## src/rtl/dltq_pkg.sv

```systemverilog
`timescale 1ns / 1ps

package dltq_pkg;

   // Default sizing of the timer list.
   localparam int DLTQ_DEPTH     = 16;
   localparam int DLTQ_TIME_BITS = 24;
   localparam int DLTQ_SEQ_BITS  = 32;

   // Fixed widths of the channel fields.
   localparam int MODE_W = 2;
   localparam int SEQ_W  = 32;
   localparam int DUR_W  = 24;
   localparam int KIND_W = 3;

   // Request operation codes.
   typedef enum logic [MODE_W-1:0] {
      MODE_TICK   = 2'd0,
      MODE_SET    = 2'd1,
      MODE_CANCEL = 2'd2
   } mode_type;

   // Result codes.
   typedef enum logic [KIND_W-1:0] {
      KIND_SET_OK    = 3'd0,
      KIND_SET_FULL  = 3'd1,
      KIND_CANCELLED = 3'd2,
      KIND_NOT_FOUND = 3'd3,
      KIND_EXPIRED   = 3'd4
   } kind_type;

   // One result on its way from the sequencer to the output register.
   typedef struct packed {
      kind_type          kind;
      logic [SEQ_W-1:0]  seq;
   } result_type;

endpackage

```

## src/rtl/dltq_if.sv

```systemverilog
`timescale 1ns / 1ps

// Request channel: one timer command per transaction.
interface dltq_req_if;
   logic                        valid;
   logic                        ready;
   logic [dltq_pkg::MODE_W-1:0] mode;
   logic [dltq_pkg::SEQ_W-1:0]  seq_number;
   logic [dltq_pkg::DUR_W-1:0]  duration;

   modport source (output valid, output mode, output seq_number, output duration,
                   input ready);
   modport sink   (input valid, input mode, input seq_number, input duration,
                   output ready);
endinterface

// Response channel: one result per transaction.
interface dltq_rsp_if;
   logic                        valid;
   logic                        ready;
   logic [dltq_pkg::KIND_W-1:0] kind;
   logic [dltq_pkg::SEQ_W-1:0]  seq_out;

   modport source (output valid, output kind, output seq_out, input ready);
   modport sink   (input valid, input kind, input seq_out, output ready);
endinterface

```

## src/rtl/dltq_mem.sv

```systemverilog
`timescale 1ns / 1ps

module dltq_mem #(
   parameter int DEPTH = 16,
   parameter int WIDTH = 56
) (
   input  logic                     clock,
   input  logic                     wr_en,
   input  logic [$clog2(DEPTH)-1:0] wr_addr,
   input  logic [WIDTH-1:0]         wr_data,
   input  logic [$clog2(DEPTH)-1:0] rd_addr,
   output logic [WIDTH-1:0]         rd_data
);

   logic [WIDTH-1:0] mem [DEPTH];
   logic [WIDTH-1:0] rd_data_ff;

   // Single write port.
   always_ff @(posedge clock) begin
      if (wr_en) begin
         mem[wr_addr] <= wr_data;
      end
   end

   // Registered read port.
   always_ff @(posedge clock) begin
      rd_data_ff <= mem[rd_addr];
   end

   assign rd_data = rd_data_ff;

endmodule

```

## src/rtl/dltq_seq.sv

```systemverilog
`timescale 1ns / 1ps

module dltq_seq #(
   parameter int DEPTH     = 16,
   parameter int TIME_BITS = 24,
   parameter int SEQ_BITS  = 32
) (
   input  logic                                  clock,
   input  logic                                  reset,
   dltq_req_if.sink                              req,
   output logic                                  mem_wr_en,
   output logic [$clog2(DEPTH)-1:0]              mem_wr_addr,
   output logic [SEQ_BITS+TIME_BITS-1:0]         mem_wr_data,
   output logic [$clog2(DEPTH)-1:0]              mem_rd_addr,
   input  logic [SEQ_BITS+TIME_BITS-1:0]         mem_rd_data,
   output logic                                  res_valid,
   input  logic                                  res_ready,
   output dltq_pkg::result_type                  res
);

   import dltq_pkg::*;

   localparam int ADDR_BITS = $clog2(DEPTH);
   localparam int CNT_BITS  = $clog2(DEPTH + 1);
   localparam int DATA_BITS = SEQ_BITS + TIME_BITS;

   typedef enum logic [3:0] {
      S_IDLE,
      S_TICK,
      S_SET_HEAD,
      S_WALK,
      S_SHIFT_RD,
      S_SHIFT,
      S_SET_FIX,
      S_SET_WRITE,
      S_FIND,
      S_CAN_FOLD,
      S_CAN_SHIFT,
      S_CAN_DONE,
      S_RESULT
   } state_type;

   state_type             state_ff, state_in;
   logic [CNT_BITS-1:0]   count_ff, count_in;
   logic                  fired_ff, fired_in;
   logic [CNT_BITS-1:0]   idx_ff, idx_in;
   logic [CNT_BITS-1:0]   sp_ff, sp_in;
   logic [SEQ_BITS-1:0]   seq_ff, seq_in;
   logic [TIME_BITS-1:0]  t_ff, t_in;
   logic [SEQ_BITS-1:0]   stop_seq_ff, stop_seq_in;
   logic [TIME_BITS-1:0]  stop_delta_ff, stop_delta_in;
   kind_type              res_kind_ff, res_kind_in;
   logic [SEQ_BITS-1:0]   res_seq_ff, res_seq_in;

   logic [SEQ_BITS-1:0]   rd_seq;
   logic [TIME_BITS-1:0]  rd_delta;
   logic [SEQ_BITS-1:0]   req_seq;
   logic [31:0]           req_dur_wide;
   logic [TIME_BITS-1:0]  req_dur;
   logic [TIME_BITS-1:0]  tick_delta;
   logic [CNT_BITS-1:0]   idx_p1, idx_p2, sp_p1, sp_m1, cnt_p1, cnt_m1;
   logic [CNT_BITS-1:0]   rd_index, wr_index;

   // Entry fields as read back from the list memory.
   assign rd_seq   = mem_rd_data[DATA_BITS-1 -: SEQ_BITS];
   assign rd_delta = mem_rd_data[TIME_BITS-1:0];

   // Request fields reduced to the stored widths.
   assign req_seq      = req.seq_number[SEQ_BITS-1:0];
   assign req_dur_wide = 32'(req.duration);
   assign req_dur      = req_dur_wide[TIME_BITS-1:0];

   assign idx_p1 = idx_ff + CNT_BITS'(1);
   assign idx_p2 = idx_ff + CNT_BITS'(2);
   assign sp_p1  = sp_ff + CNT_BITS'(1);
   assign sp_m1  = sp_ff - CNT_BITS'(1);
   assign cnt_p1 = count_ff + CNT_BITS'(1);
   assign cnt_m1 = count_ff - CNT_BITS'(1);

   // The head counts down but stops at zero.
   assign tick_delta = (rd_delta != '0) ? rd_delta - TIME_BITS'(1) : rd_delta;

   assign req.ready = (state_ff == S_IDLE);

   // Read address: each state fetches the entry that the next state works on.
   always_comb begin
      case (state_ff)
         S_SET_HEAD:  rd_index = CNT_BITS'(1);
         S_WALK:      rd_index = idx_p1;
         S_SHIFT_RD:  rd_index = cnt_m1;
         S_SHIFT:     rd_index = sp_m1;
         S_FIND:      rd_index = idx_p1;
         S_CAN_FOLD:  rd_index = idx_p2;
         S_CAN_SHIFT: rd_index = sp_p1;
         default:     rd_index = '0;
      endcase
   end

   assign mem_rd_addr = rd_index[ADDR_BITS-1:0];
   assign mem_wr_addr = wr_index[ADDR_BITS-1:0];

   // Sequencer: walks the list, shifts entries and writes back.
   always_comb begin
      state_in      = state_ff;
      count_in      = count_ff;
      fired_in      = fired_ff;
      idx_in        = idx_ff;
      sp_in         = sp_ff;
      seq_in        = seq_ff;
      t_in          = t_ff;
      stop_seq_in   = stop_seq_ff;
      stop_delta_in = stop_delta_ff;
      res_kind_in   = res_kind_ff;
      res_seq_in    = res_seq_ff;
      mem_wr_en     = 1'b0;
      wr_index      = '0;
      mem_wr_data   = mem_rd_data;
      res_valid     = 1'b0;

      case (state_ff)
         S_IDLE: begin
            if (req.valid) begin
               seq_in = req_seq;
               t_in   = req_dur;
               idx_in = '0;
               case (req.mode)
                  MODE_TICK: begin
                     if (count_ff != '0 && !fired_ff) begin
                        state_in = S_TICK;
                     end
                  end
                  MODE_SET: begin
                     if (count_ff == CNT_BITS'(DEPTH)) begin
                        res_kind_in = KIND_SET_FULL;
                        res_seq_in  = req_seq;
                        state_in    = S_RESULT;
                     end else if (fired_ff) begin
                        state_in = S_SET_HEAD;
                     end else if (count_ff == '0) begin
                        state_in = S_SET_WRITE;
                     end else begin
                        state_in = S_WALK;
                     end
                  end
                  MODE_CANCEL: begin
                     if (count_ff == '0) begin
                        res_kind_in = KIND_NOT_FOUND;
                        res_seq_in  = req_seq;
                        state_in    = S_RESULT;
                     end else begin
                        state_in = S_FIND;
                     end
                  end
                  default: begin
                  end
               endcase
            end
         end

         // Count the head down and report expiry when it reaches zero.
         S_TICK: begin
            mem_wr_en   = 1'b1;
            wr_index    = '0;
            mem_wr_data = {rd_seq, tick_delta};
            if (tick_delta == '0) begin
               fired_in    = 1'b1;
               res_kind_in = KIND_EXPIRED;
               res_seq_in  = rd_seq;
               state_in    = S_RESULT;
            end else begin
               state_in = S_IDLE;
            end
         end

         // A fired head stays in front; the new timer starts behind it.
         S_SET_HEAD: begin
            t_in   = (t_ff >= rd_delta) ? t_ff - rd_delta : '0;
            idx_in = CNT_BITS'(1);
            if (count_ff == CNT_BITS'(1)) begin
               state_in = S_SET_WRITE;
            end else begin
               state_in = S_WALK;
            end
         end

         // Skip entries that expire strictly earlier than the new timer.
         S_WALK: begin
            if (rd_delta < t_ff) begin
               t_in   = t_ff - rd_delta;
               idx_in = idx_p1;
               if (idx_p1 == count_ff) begin
                  state_in = S_SET_WRITE;
               end
            end else begin
               stop_seq_in   = rd_seq;
               stop_delta_in = rd_delta;
               if (idx_p1 == count_ff) begin
                  state_in = S_SET_FIX;
               end else begin
                  state_in = S_SHIFT_RD;
               end
            end
         end

         S_SHIFT_RD: begin
            sp_in    = cnt_m1;
            state_in = S_SHIFT;
         end

         // Move entries up by one, last first, one entry per cycle.
         S_SHIFT: begin
            mem_wr_en   = 1'b1;
            wr_index    = sp_p1;
            mem_wr_data = mem_rd_data;
            if (sp_ff == idx_p1) begin
               state_in = S_SET_FIX;
            end else begin
               sp_in = sp_m1;
            end
         end

         // The displaced entry keeps only what is left after the new timer.
         S_SET_FIX: begin
            mem_wr_en   = 1'b1;
            wr_index    = idx_p1;
            mem_wr_data = {stop_seq_ff, stop_delta_ff - t_ff};
            state_in    = S_SET_WRITE;
         end

         S_SET_WRITE: begin
            mem_wr_en   = 1'b1;
            wr_index    = idx_ff;
            mem_wr_data = {seq_ff, t_ff};
            count_in    = cnt_p1;
            res_kind_in = KIND_SET_OK;
            res_seq_in  = seq_ff;
            state_in    = S_RESULT;
         end

         // Search for the first entry with the requested sequence number.
         S_FIND: begin
            if (rd_seq == seq_ff) begin
               stop_delta_in = rd_delta;
               if (idx_p1 == count_ff) begin
                  state_in = S_CAN_DONE;
               end else begin
                  state_in = S_CAN_FOLD;
               end
            end else if (idx_p1 == count_ff) begin
               res_kind_in = KIND_NOT_FOUND;
               res_seq_in  = seq_ff;
               state_in    = S_RESULT;
            end else begin
               idx_in = idx_p1;
            end
         end

         // The successor takes the removed slot and absorbs its delta.
         S_CAN_FOLD: begin
            mem_wr_en   = 1'b1;
            wr_index    = idx_ff;
            mem_wr_data = {rd_seq, rd_delta + stop_delta_ff};
            if (idx_p2 < count_ff) begin
               sp_in    = idx_p2;
               state_in = S_CAN_SHIFT;
            end else begin
               state_in = S_CAN_DONE;
            end
         end

         // Move the remaining entries down by one.
         S_CAN_SHIFT: begin
            mem_wr_en   = 1'b1;
            wr_index    = sp_m1;
            mem_wr_data = mem_rd_data;
            if (sp_p1 == count_ff) begin
               state_in = S_CAN_DONE;
            end else begin
               sp_in = sp_p1;
            end
         end

         S_CAN_DONE: begin
            count_in = cnt_m1;
            if (idx_ff == '0) begin
               fired_in = 1'b0;
            end
            res_kind_in = KIND_CANCELLED;
            res_seq_in  = seq_ff;
            state_in    = S_RESULT;
         end

         // Hold the result until the output register takes it.
         S_RESULT: begin
            res_valid = 1'b1;
            if (res_ready) begin
               state_in = S_IDLE;
            end
         end

         default: begin
            state_in = S_IDLE;
         end
      endcase
   end

   assign res.kind = res_kind_ff;
   assign res.seq  = SEQ_W'(res_seq_ff);

   // State and working registers.
   always_ff @(posedge clock) begin
      if (reset) begin
         state_ff <= S_IDLE;
         count_ff <= '0;
         fired_ff <= 1'b0;
      end else begin
         state_ff <= state_in;
         count_ff <= count_in;
         fired_ff <= fired_in;
      end
      idx_ff        <= idx_in;
      sp_ff         <= sp_in;
      seq_ff        <= seq_in;
      t_ff          <= t_in;
      stop_seq_ff   <= stop_seq_in;
      stop_delta_ff <= stop_delta_in;
      res_kind_ff   <= res_kind_in;
      res_seq_ff    <= res_seq_in;
   end

   // The list never holds more than DEPTH timers.
   a_count_bound: assert property (@(posedge clock) disable iff (reset)
      count_ff <= CNT_BITS'(DEPTH))
      else $error("timer count exceeds depth");

   // A fired head implies a non-empty list.
   a_fired_nonempty: assert property (@(posedge clock) disable iff (reset)
      fired_ff |-> count_ff != '0)
      else $error("fired flag set on an empty list");

   // Shift steps never write the entry that is being fetched in the same cycle.
   a_shift_no_overlap: assert property (@(posedge clock) disable iff (reset)
      (state_ff == S_SHIFT || state_ff == S_CAN_SHIFT || state_ff == S_CAN_FOLD)
      |-> mem_wr_addr != mem_rd_addr)
      else $error("shift write collides with read");

   // The count changes only when an insert or a removal completes.
   a_count_change: assert property (@(posedge clock) disable iff (reset)
      (!$past(reset) && !$stable(count_ff))
      |-> ($past(state_ff) == S_SET_WRITE || $past(state_ff) == S_CAN_DONE))
      else $error("timer count changed outside insert or removal");

endmodule

```

## src/rtl/delta_list_timer_queue.sv

```systemverilog
`timescale 1ns / 1ps

// Delta-list timer queue.
// Commands arrive on req_chan (valid/ready): tick, set timer or cancel timer,
// with a sequence number and, for set, a duration in ticks. Results leave on
// rsp_chan (valid/ready) with a kind code and the sequence number concerned.
// A tick gives a result only when the head timer expires; set and cancel always
// give one. Timers live in one list memory (one write and one registered read
// per cycle), ordered by expiry, each storing its delta to the one before.
// Commands are taken one at a time. A tick works on the head entry only; set and
// cancel take longer the more timers are live, owing to the list walk and the
// one-entry-per-cycle shift through the memory port. A result sits in
// an output register; the next command is accepted and worked on while it
// waits, but that command's result, and so the command after it, is held until
// the receiver has taken the earlier result.
// Reset clears the timer count and the expiry flag; the memory is not cleared
// because only live entries are ever read.

module delta_list_timer_queue #(
   parameter int DEPTH     = dltq_pkg::DLTQ_DEPTH,
   parameter int TIME_BITS = dltq_pkg::DLTQ_TIME_BITS,
   parameter int SEQ_BITS  = dltq_pkg::DLTQ_SEQ_BITS
) (
   input  logic       clock,
   input  logic       reset,
   dltq_req_if.sink   req_chan,
   dltq_rsp_if.source rsp_chan
);

   import dltq_pkg::*;

   localparam int ADDR_BITS = $clog2(DEPTH);
   localparam int DATA_BITS = SEQ_BITS + TIME_BITS;

   logic                 mem_wr_en;
   logic [ADDR_BITS-1:0] mem_wr_addr;
   logic [DATA_BITS-1:0] mem_wr_data;
   logic [ADDR_BITS-1:0] mem_rd_addr;
   logic [DATA_BITS-1:0] mem_rd_data;
   logic                 res_valid;
   logic                 res_ready;
   result_type           res;

   logic                 rsp_valid_ff, rsp_valid_in;
   result_type           rsp_res_ff, rsp_res_in;

   dltq_seq #(
      .DEPTH     (DEPTH),
      .TIME_BITS (TIME_BITS),
      .SEQ_BITS  (SEQ_BITS)
   ) u_seq (
      .clock       (clock),
      .reset       (reset),
      .req         (req_chan),
      .mem_wr_en   (mem_wr_en),
      .mem_wr_addr (mem_wr_addr),
      .mem_wr_data (mem_wr_data),
      .mem_rd_addr (mem_rd_addr),
      .mem_rd_data (mem_rd_data),
      .res_valid   (res_valid),
      .res_ready   (res_ready),
      .res         (res)
   );

   dltq_mem #(
      .DEPTH (DEPTH),
      .WIDTH (DATA_BITS)
   ) u_mem (
      .clock   (clock),
      .wr_en   (mem_wr_en),
      .wr_addr (mem_wr_addr),
      .wr_data (mem_wr_data),
      .rd_addr (mem_rd_addr),
      .rd_data (mem_rd_data)
   );

   // Output register: takes a new result when empty or being drained.
   assign res_ready = !rsp_valid_ff || rsp_chan.ready;

   always_comb begin
      rsp_valid_in = rsp_valid_ff;
      rsp_res_in   = rsp_res_ff;
      if (res_valid && res_ready) begin
         rsp_valid_in = 1'b1;
         rsp_res_in   = res;
      end else if (rsp_chan.ready) begin
         rsp_valid_in = 1'b0;
      end
   end

   always_ff @(posedge clock) begin
      if (reset) begin
         rsp_valid_ff <= 1'b0;
      end else begin
         rsp_valid_ff <= rsp_valid_in;
      end
      rsp_res_ff <= rsp_res_in;
   end

   assign rsp_chan.valid   = rsp_valid_ff;
   assign rsp_chan.kind    = rsp_res_ff.kind;
   assign rsp_chan.seq_out = rsp_res_ff.seq;

endmodule
```

## src/flat_wrapper.sv

```systemverilog
// flat-port wrapper written by rule: the top's interface ports become plain ports
module delta_list_timer_queue_flat import dltq_pkg::*;
#(
   parameter int DEPTH     = dltq_pkg::DLTQ_DEPTH,
   parameter int TIME_BITS = dltq_pkg::DLTQ_TIME_BITS,
   parameter int SEQ_BITS  = dltq_pkg::DLTQ_SEQ_BITS
)
  (clock, reset, req_chan_valid, req_chan_mode, req_chan_seq_number, req_chan_duration, req_chan_ready, rsp_chan_valid, rsp_chan_kind, rsp_chan_seq_out, rsp_chan_ready);
  dltq_req_if req_chan_i ();
  dltq_rsp_if rsp_chan_i ();
  input  logic clock;
  input  logic reset;
  input wire logic [$bits(req_chan_i.valid)-1:0] req_chan_valid;
  input wire logic [$bits(req_chan_i.mode)-1:0] req_chan_mode;
  input wire logic [$bits(req_chan_i.seq_number)-1:0] req_chan_seq_number;
  input wire logic [$bits(req_chan_i.duration)-1:0] req_chan_duration;
  output wire logic [$bits(req_chan_i.ready)-1:0] req_chan_ready;
  output wire logic [$bits(rsp_chan_i.valid)-1:0] rsp_chan_valid;
  output wire logic [$bits(rsp_chan_i.kind)-1:0] rsp_chan_kind;
  output wire logic [$bits(rsp_chan_i.seq_out)-1:0] rsp_chan_seq_out;
  input wire logic [$bits(rsp_chan_i.ready)-1:0] rsp_chan_ready;
  assign req_chan_i.valid = req_chan_valid;
  assign req_chan_i.mode = req_chan_mode;
  assign req_chan_i.seq_number = req_chan_seq_number;
  assign req_chan_i.duration = req_chan_duration;
  assign req_chan_ready = req_chan_i.ready;
  assign rsp_chan_valid = rsp_chan_i.valid;
  assign rsp_chan_kind = rsp_chan_i.kind;
  assign rsp_chan_seq_out = rsp_chan_i.seq_out;
  assign rsp_chan_i.ready = rsp_chan_ready;
  delta_list_timer_queue #(.DEPTH(DEPTH), .TIME_BITS(TIME_BITS), .SEQ_BITS(SEQ_BITS)) u_core (.clock(clock), .reset(reset), .req_chan(req_chan_i), .rsp_chan(rsp_chan_i));
endmodule
```

## config.mk

```make
export PLATFORM = sky130hd
export DESIGN_NAME = delta_list_timer_queue_flat
export DESIGN_NICKNAME = d
export VERILOG_FILES = /design/src/rtl/dltq_pkg.sv /design/src/rtl/dltq_if.sv /design/src/rtl/dltq_mem.sv /design/src/rtl/dltq_seq.sv /design/src/rtl/delta_list_timer_queue.sv /design/src/flat_wrapper.sv
export SDC_FILE = /design/constraint.sdc
export NUM_CORES = 2
export LEC_CHECK = 0
export ABC_CLOCK_PERIOD_IN_PS = 7910
export BUFFER_PORTS_ARGS = -buffer_cell sky130_fd_sc_hd__buf_2
export CORE_MARGIN = 2
export CORE_UTILIZATION = 30
export CTS_BUF_LIST = sky130_fd_sc_hd__clkbuf_4
export CTS_CLUSTER_DIAMETER = 200
export DETAILED_ROUTE_END_ITERATION = 10
export MAX_ROUTING_LAYER = met4
export PLACE_DENSITY = 0.46
export SYNTH_ARGS = -nofsm -noshare
export SYNTH_HDL_FRONTEND = slang
export SYNTH_SLANG_ARGS = --single-unit
```

## constraint.sdc

```tcl
create_clock -name clock -period 7.91 [get_ports clock]
set_input_delay 1.582 -clock clock [delete_from_list [all_inputs] [get_ports clock]]
set_output_delay 1.582 -clock clock [all_outputs]
set_load 0.05 [all_outputs]
```

After elaboration in Yosys (flattened, before gate mapping)
Memories as Yosys holds them, arrays and structs flattened. A register that Yosys moved wholly into a read port is not among the register bits.
Cells that the tools add are included.
{"block": "totals", "register_bits": 203, "mem_bits_rw": 896, "in_bits": 62, "output_inout_bits": 37, "n_memories": 1}
{"name": "u_core.u_mem.mem", "words": 16, "word_bits": 56, "read_ports": 1, "rd_clocked_by_memory_dff": 1, "wr": 1, "line": "dltq_mem.sv:15", "text": "logic [WIDTH-1:0] mem [DEPTH];"}
{"block": "op_classes", "add_sub_neg": 10, "n_lt_le_gt_ge": 3, "n_eq_ne": 42, "mux": 66, "bitwise_logic": 1, "reduce_logical": 35}
{"cell": "56-bit case mux with 4 select lines", "n": 1}
{"cell": "32-bit two-way mux", "n": 6}
{"cell": "24-bit two-way mux", "n": 6}
{"cell": "32-bit case mux with 4 select lines", "n": 1}
{"cell": "24-bit case mux with 3 select lines", "n": 1}
{"cell": "32-bit case mux with 2 select lines", "n": 1}
{"cell": "24-bit case mux with 2 select lines", "n": 1}
{"cell": "4-bit case mux with 12 select lines", "n": 1}
{"cell": "24-bit subtractor", "n": 2}
{"cell": "4-bit two-way mux", "n": 11}
{"cell": "5-bit case mux with 4 select lines", "n": 2}
{"cell": "5-bit two-way mux", "n": 7}
{"cell": "32-bit == test", "n": 1}
{"cell": "3-bit two-way mux", "n": 10}
{"cell": "2-bit != test (second input constant)", "n": 14}
{"cell": "24-bit adder", "n": 1}
{"cell": "24-bit >= comparator", "n": 1}
{"cell": "24-bit zero test", "n": 1}
{"cell": "24-bit < comparator", "n": 1}
{"cell": "4-bit case mux with 6 select lines", "n": 1}
{"cell": "8-bit AND reduction", "n": 3}
{"cell": "24-bit nonzero test", "n": 1}
{"cell": "24-bit by 1-bit subtractor with 24-bit output (second input constant)", "n": 1}
{"cell": "4-bit == test (second input constant)", "n": 5}
{"cell": "other kinds (41)", "n": 77}

Longest topological paths before layout
{"block": "logic_depth", "ltp_word": 7, "depth_mapped": 17, "depth_no_buf": 17}

Hierarchy
From an unflattened synthesis, not the netlist that was laid out.
{"block": "hier_totals", "hier_cells": 2882, "hier_area_um2": 48318.8}
{"module": "dltq_mem", "instances": 1, "cells_each": 1445, "area_each_um2": 34678.3, "seq_area_each_um2": 28026.9}
{"module": "dltq_seq", "instances": 1, "cells_each": 1397, "area_each_um2": 12534.5, "seq_area_each_um2": 4914.7}
{"module": "delta_list_timer_queue", "instances": 1, "cells_each": 40, "area_each_um2": 1106.1, "seq_area_each_um2": 1071.0}

Worst setup path after synthesis
Ideal clock, no wire load.
{"block": "synth_path", "path_type": "flip-flop to flip-flop", "start": "register u_core.u_seq.t_ff[0]", "end": "register u_core.u_seq.stop_seq_ff[0] (enable)", "setup_ns": 0.501, "t_arrival_ns": 5.417, "required_time_ns": 7.409, "slack_ns": 1.992, "stages_incl_launch_ff": 12, "n_path_buf": 0, "path_cell_list": "edfxtp_1 inv_1 ha_1 inv_1 fa_1 a21o_1 a21o_1 a221oi_1 o221ai_1 a21oi_1 nor2_1 nor4_1"}
{"block": "synth_via", "elab_chain_cells": 3}
{"item": "from (decl)", "line": "dltq_seq.sv:49", "text": "logic [TIME_BITS-1:0] t_ff, t_in;"}
{"item": "from (signal assigned)", "line": "dltq_seq.sv:324", "text": "t_ff <= t_in;"}
{"item": "24-bit < comparator", "line": "dltq_seq.sv:188", "text": "if (rd_delta < t_ff) begin"}
{"item": "1-bit inverter (no line)"}
{"item": "2-bit AND reduction (no line)"}
{"item": "to (signal assigned)", "line": "dltq_seq.sv:325", "text": "stop_seq_ff <= stop_seq_in;"}
{"item": "to (decl)", "line": "dltq_seq.sv:50", "text": "logic [SEQ_BITS-1:0] stop_seq_ff, stop_seq_in;"}
Every way passes these cells.
A chain may end at the register's enable or synchronous reset.

Worst setup path after layout
{"block": "layout_path", "start": "register u_core.u_seq.t_ff[3]", "end": "memory u_core.u_mem.mem[5][23] (data pin)"}
{"block": "layout_via", "elab_chain_cells": 2}
{"item": "24-bit subtractor", "line": "dltq_seq.sv:226", "text": "mem_wr_data = {stop_seq_ff, stop_delta_ff - t_ff};"}
{"item": "56-bit case mux with 4 select lines", "line": "dltq_seq.sv:120", "text": "case (state_ff)"}
{"item": "via u_core.mem_wr_data[23]", "line": "delta_list_timer_queue.sv:37", "text": "logic [DATA_BITS-1:0] mem_wr_data;"}
{"item": "to (decl)", "line": "dltq_mem.sv:15"}
The timed path passes the listed nets, and every way through them passes these cells.

==> results.cfg <==
[outcome]
status = finished, final reports clean

[timing]
min_period_ps = 5310
post-route-period-util = 0.672
fmax_mhz = 188
drv_slew = 0
clock_skew_ps = 127
rsz0062_at_grt = no
timing.setup.tns_ps = 0
slew_headroom = 0.199
fin_ws_ps = 2600
setup_viol = 0
hold_viol = 0
tightestPinTransition_ps = 1200

[synthesis]
yosysUniqueCellTypes = 86
synth_top_family_by_area = compound AO/OA/AOI/OAI gates
netlist_instances = 3957
synthAdderAreaFrac = 0.0186
synthSimpleGateAreaFrac = 0.115
synth_fp_nets = 4093
muxShareOfSynthArea = 0.000818
synth_xor_xnor_area_share = 0.0221
synthArstFlopShare = 0
synth_enable_flop_cells = 1088
syn_area_um2 = 50500
synth_ff_type = edfxtp_1
ys_seq_elements = 1155
seq_area_frac_synth = 0.674
synth_compound_area_frac = 0.144
avgSynthCellArea_um2 = 12.8
ys_warn_count = 0

[pwr]
p_per_area_nw_per_um2 = 417
power_leakage_uw = 0.0195
p_total_uw = 24100
irDropWorstVdd_mv = 0.367

[clock_network]
path_clk_slew_ps = 70
clk_latency_ps = 1300
holdBufCountCts = 0
numCtsBuffers = 337
cts_setup_buffers = 0
cts_htree_levels = 5
cts_root_buffer = clkbuf_4
clock_path_buffers = 4
cts_resized = 0
cts_tree = done
cts.sink_count = 1155

[detailed_routing]
dr.first_iter.drc_count = 2577
wire_per_inst_um = 22.6
vias = 34200
drc = 0
routed_via_density = 5.14
ant_nets = 0
finalWirelength_um = 150000
drt_pass1_iterations = 5

[flow_run]
drv_cap = 0

[setup_path]
worstPathRequired_ps = 8740
critPathMaxFanout = 16
end_kind = flop
worstPathArrival_ps = 6140
startpoint_type = flop
worst-setup-path-type = flop to flop

[floorplan]
initial_core_util = 0.302
fp.dieW_um = 414
coreArea_um2 = 167000
die_area_um2 = 172000
rows = 150
die_y_um = 414
io_pins = 99

[worst_hold_path]
min_path_type = flop to flop

[finish]
nets = 4345
final_common_cell = edfxtp_1
seq_area_um2 = 34000
fill_cells = 16600
final_cell_mix = edfxtp_1, nand2_1, clkbuf_4, a211oi_1, a21oi_1
final_layout_size_suffix_gt1_frac = 0.174
synthToLayoutAreaGrowth_pct = 14.7
multi_input_area_um2 = 15400
stdcell_area_um2 = 57900
final_cells = 6660

[grt]
grt_pass1_vias = 33700
grt_overflow_total = 0
track_usage = 0.176
grt_max_degree = 169
grt_pass1_wl_um = 222000
antenna_found_initial = 9

[placement]
gp_congestion = 0.836
dp.cells = 6073
port_buffers = 98
place_area_um2 = 53600
post-place-ws_ps = 2590
hpwlAfterDp_um = 85300
metal layers:
metal,part of all wire,GRT usage
met1,0.46,0.235
met2,0.46,0.271
met3,0.045,0.0298
met4,0.027,0.0640
met5,0,-
final timing paths:
kind | from | end | slack (ps) | cells past startpoint
setup reg to reg | u_core.u_seq.t_ff[3] | u_core.u_mem.mem[5][23] | 2600 | 14
setup / recovery | u_core.u_seq.t_ff[3] | u_core.u_mem.mem[5][23] | 2600 | 14
hold reg to reg | u_core.u_seq.res_seq_ff[2] | u_core.rsp_chan.seq_out[2] | 410 | 0
hold / removal | u_core.u_seq.res_seq_ff[2] | u_core.rsp_chan.seq_out[2] | 410 | 0
power breakdown:
group / internal, uW / total, uW / switching, uW
clock: 3090 / 5640 / 2560
sequential: 8640 / 9320 / 680
combinational: 2860 / 9190 / 6320
total: 14600 / 24100 / 9560
cell families after synthesis:
| kind of cell | count (synthesis) |
|---|---|
| flip-flops | 1155 |
| adder cells (fa/ha/maj) | 74 |
| AND/OR/NAND/NOR | 1229 |
| AO/OA/AOI/OAI | 1047 |
| buffers and inverters | 327 |
| XOR/XNOR | 121 |
| multiplexers | 4 |
registers in the layout, indices dropped and copies added (netlist names), 5 cells and up:
| register | flops |
|---|---|
| u_core.u_mem.mem | 896 |
| u_core.u_seq.sp_ff | 5 |
| u_core.u_seq.stop_seq_ff | 32 |
| u_core.u_seq.count_ff | 5 |
| u_core.rsp_chan.seq_out | 32 |
| u_core.u_seq.res_seq_ff | 32 |
| u_core.u_seq.idx_ff | 5 |
| u_core.u_seq.stop_delta_ff | 24 |
| u_core.u_seq.seq_ff | 32 |
| u_core.u_mem.rd_data | 56 |
| u_core.u_seq.t_ff | 24 |
Yosys cell counts (18+ instances only):
| library cell | instances | area (um2) |
|---|---|---|
| a21oi_1 | 226 | 1130 |
| a22oi_1 | 70 | 526 |
| edfxtp_1 | 1088 | 32700 |
| nor4_1 | 28 | 175 |
| and2_0 | 51 | 319 |
| nor2_1 | 119 | 447 |
| nand3_1 | 59 | 295 |
| a22o_1 | 18 | 158 |
| xnor2_1 | 49 | 429 |
| nor3_1 | 45 | 225 |
| dfxtp_1 | 67 | 1340 |
| ha_1 | 72 | 901 |
| clkbuf_1 | 240 | 901 |
| a311oi_1 | 116 | 1020 |
| o21ai_0 | 71 | 355 |
| a211oi_1 | 291 | 2180 |
| nand2_1 | 628 | 2360 |
| a31oi_1 | 122 | 763 |
| xor2_1 | 68 | 596 |
| inv_1 | 56 | 210 |
| and2_1 | 182 | 1140 |
per-stage QoR:
step                      hold WS [ps]  utilization
final                              412        0.346
after global routing               389        0.346
after CTS                          347        0.346
after detailed placement           405        0.321
after global placement             402        0.321
after floorplan                    400            -
worst max-delay path, stage by stage, from the launching register on:
cell and delay (ps):
edfxtp_1 480, nor3_1 490, nand3_1 220, or3_1 440
or3_1 470, nor4_1 250, xor2_1 190, a21oi_1 110
ha_1 350, and2_1 210, nand3_1 130, or3_1 320
o21ai_0 210, xnor2_1 110, o211ai_1 930
cell type report:
type	count	area share
clock inverter	62	0.00611
tap	2204	0.0476
clock buffer	518	0.0671
timing repair buffer	182	0.0220
antenna	6	0.000259
multi-input combinational	2475	0.266
sequential	1155	0.587
inverter	58	0.00376
(Power assumes the default switching activity.)
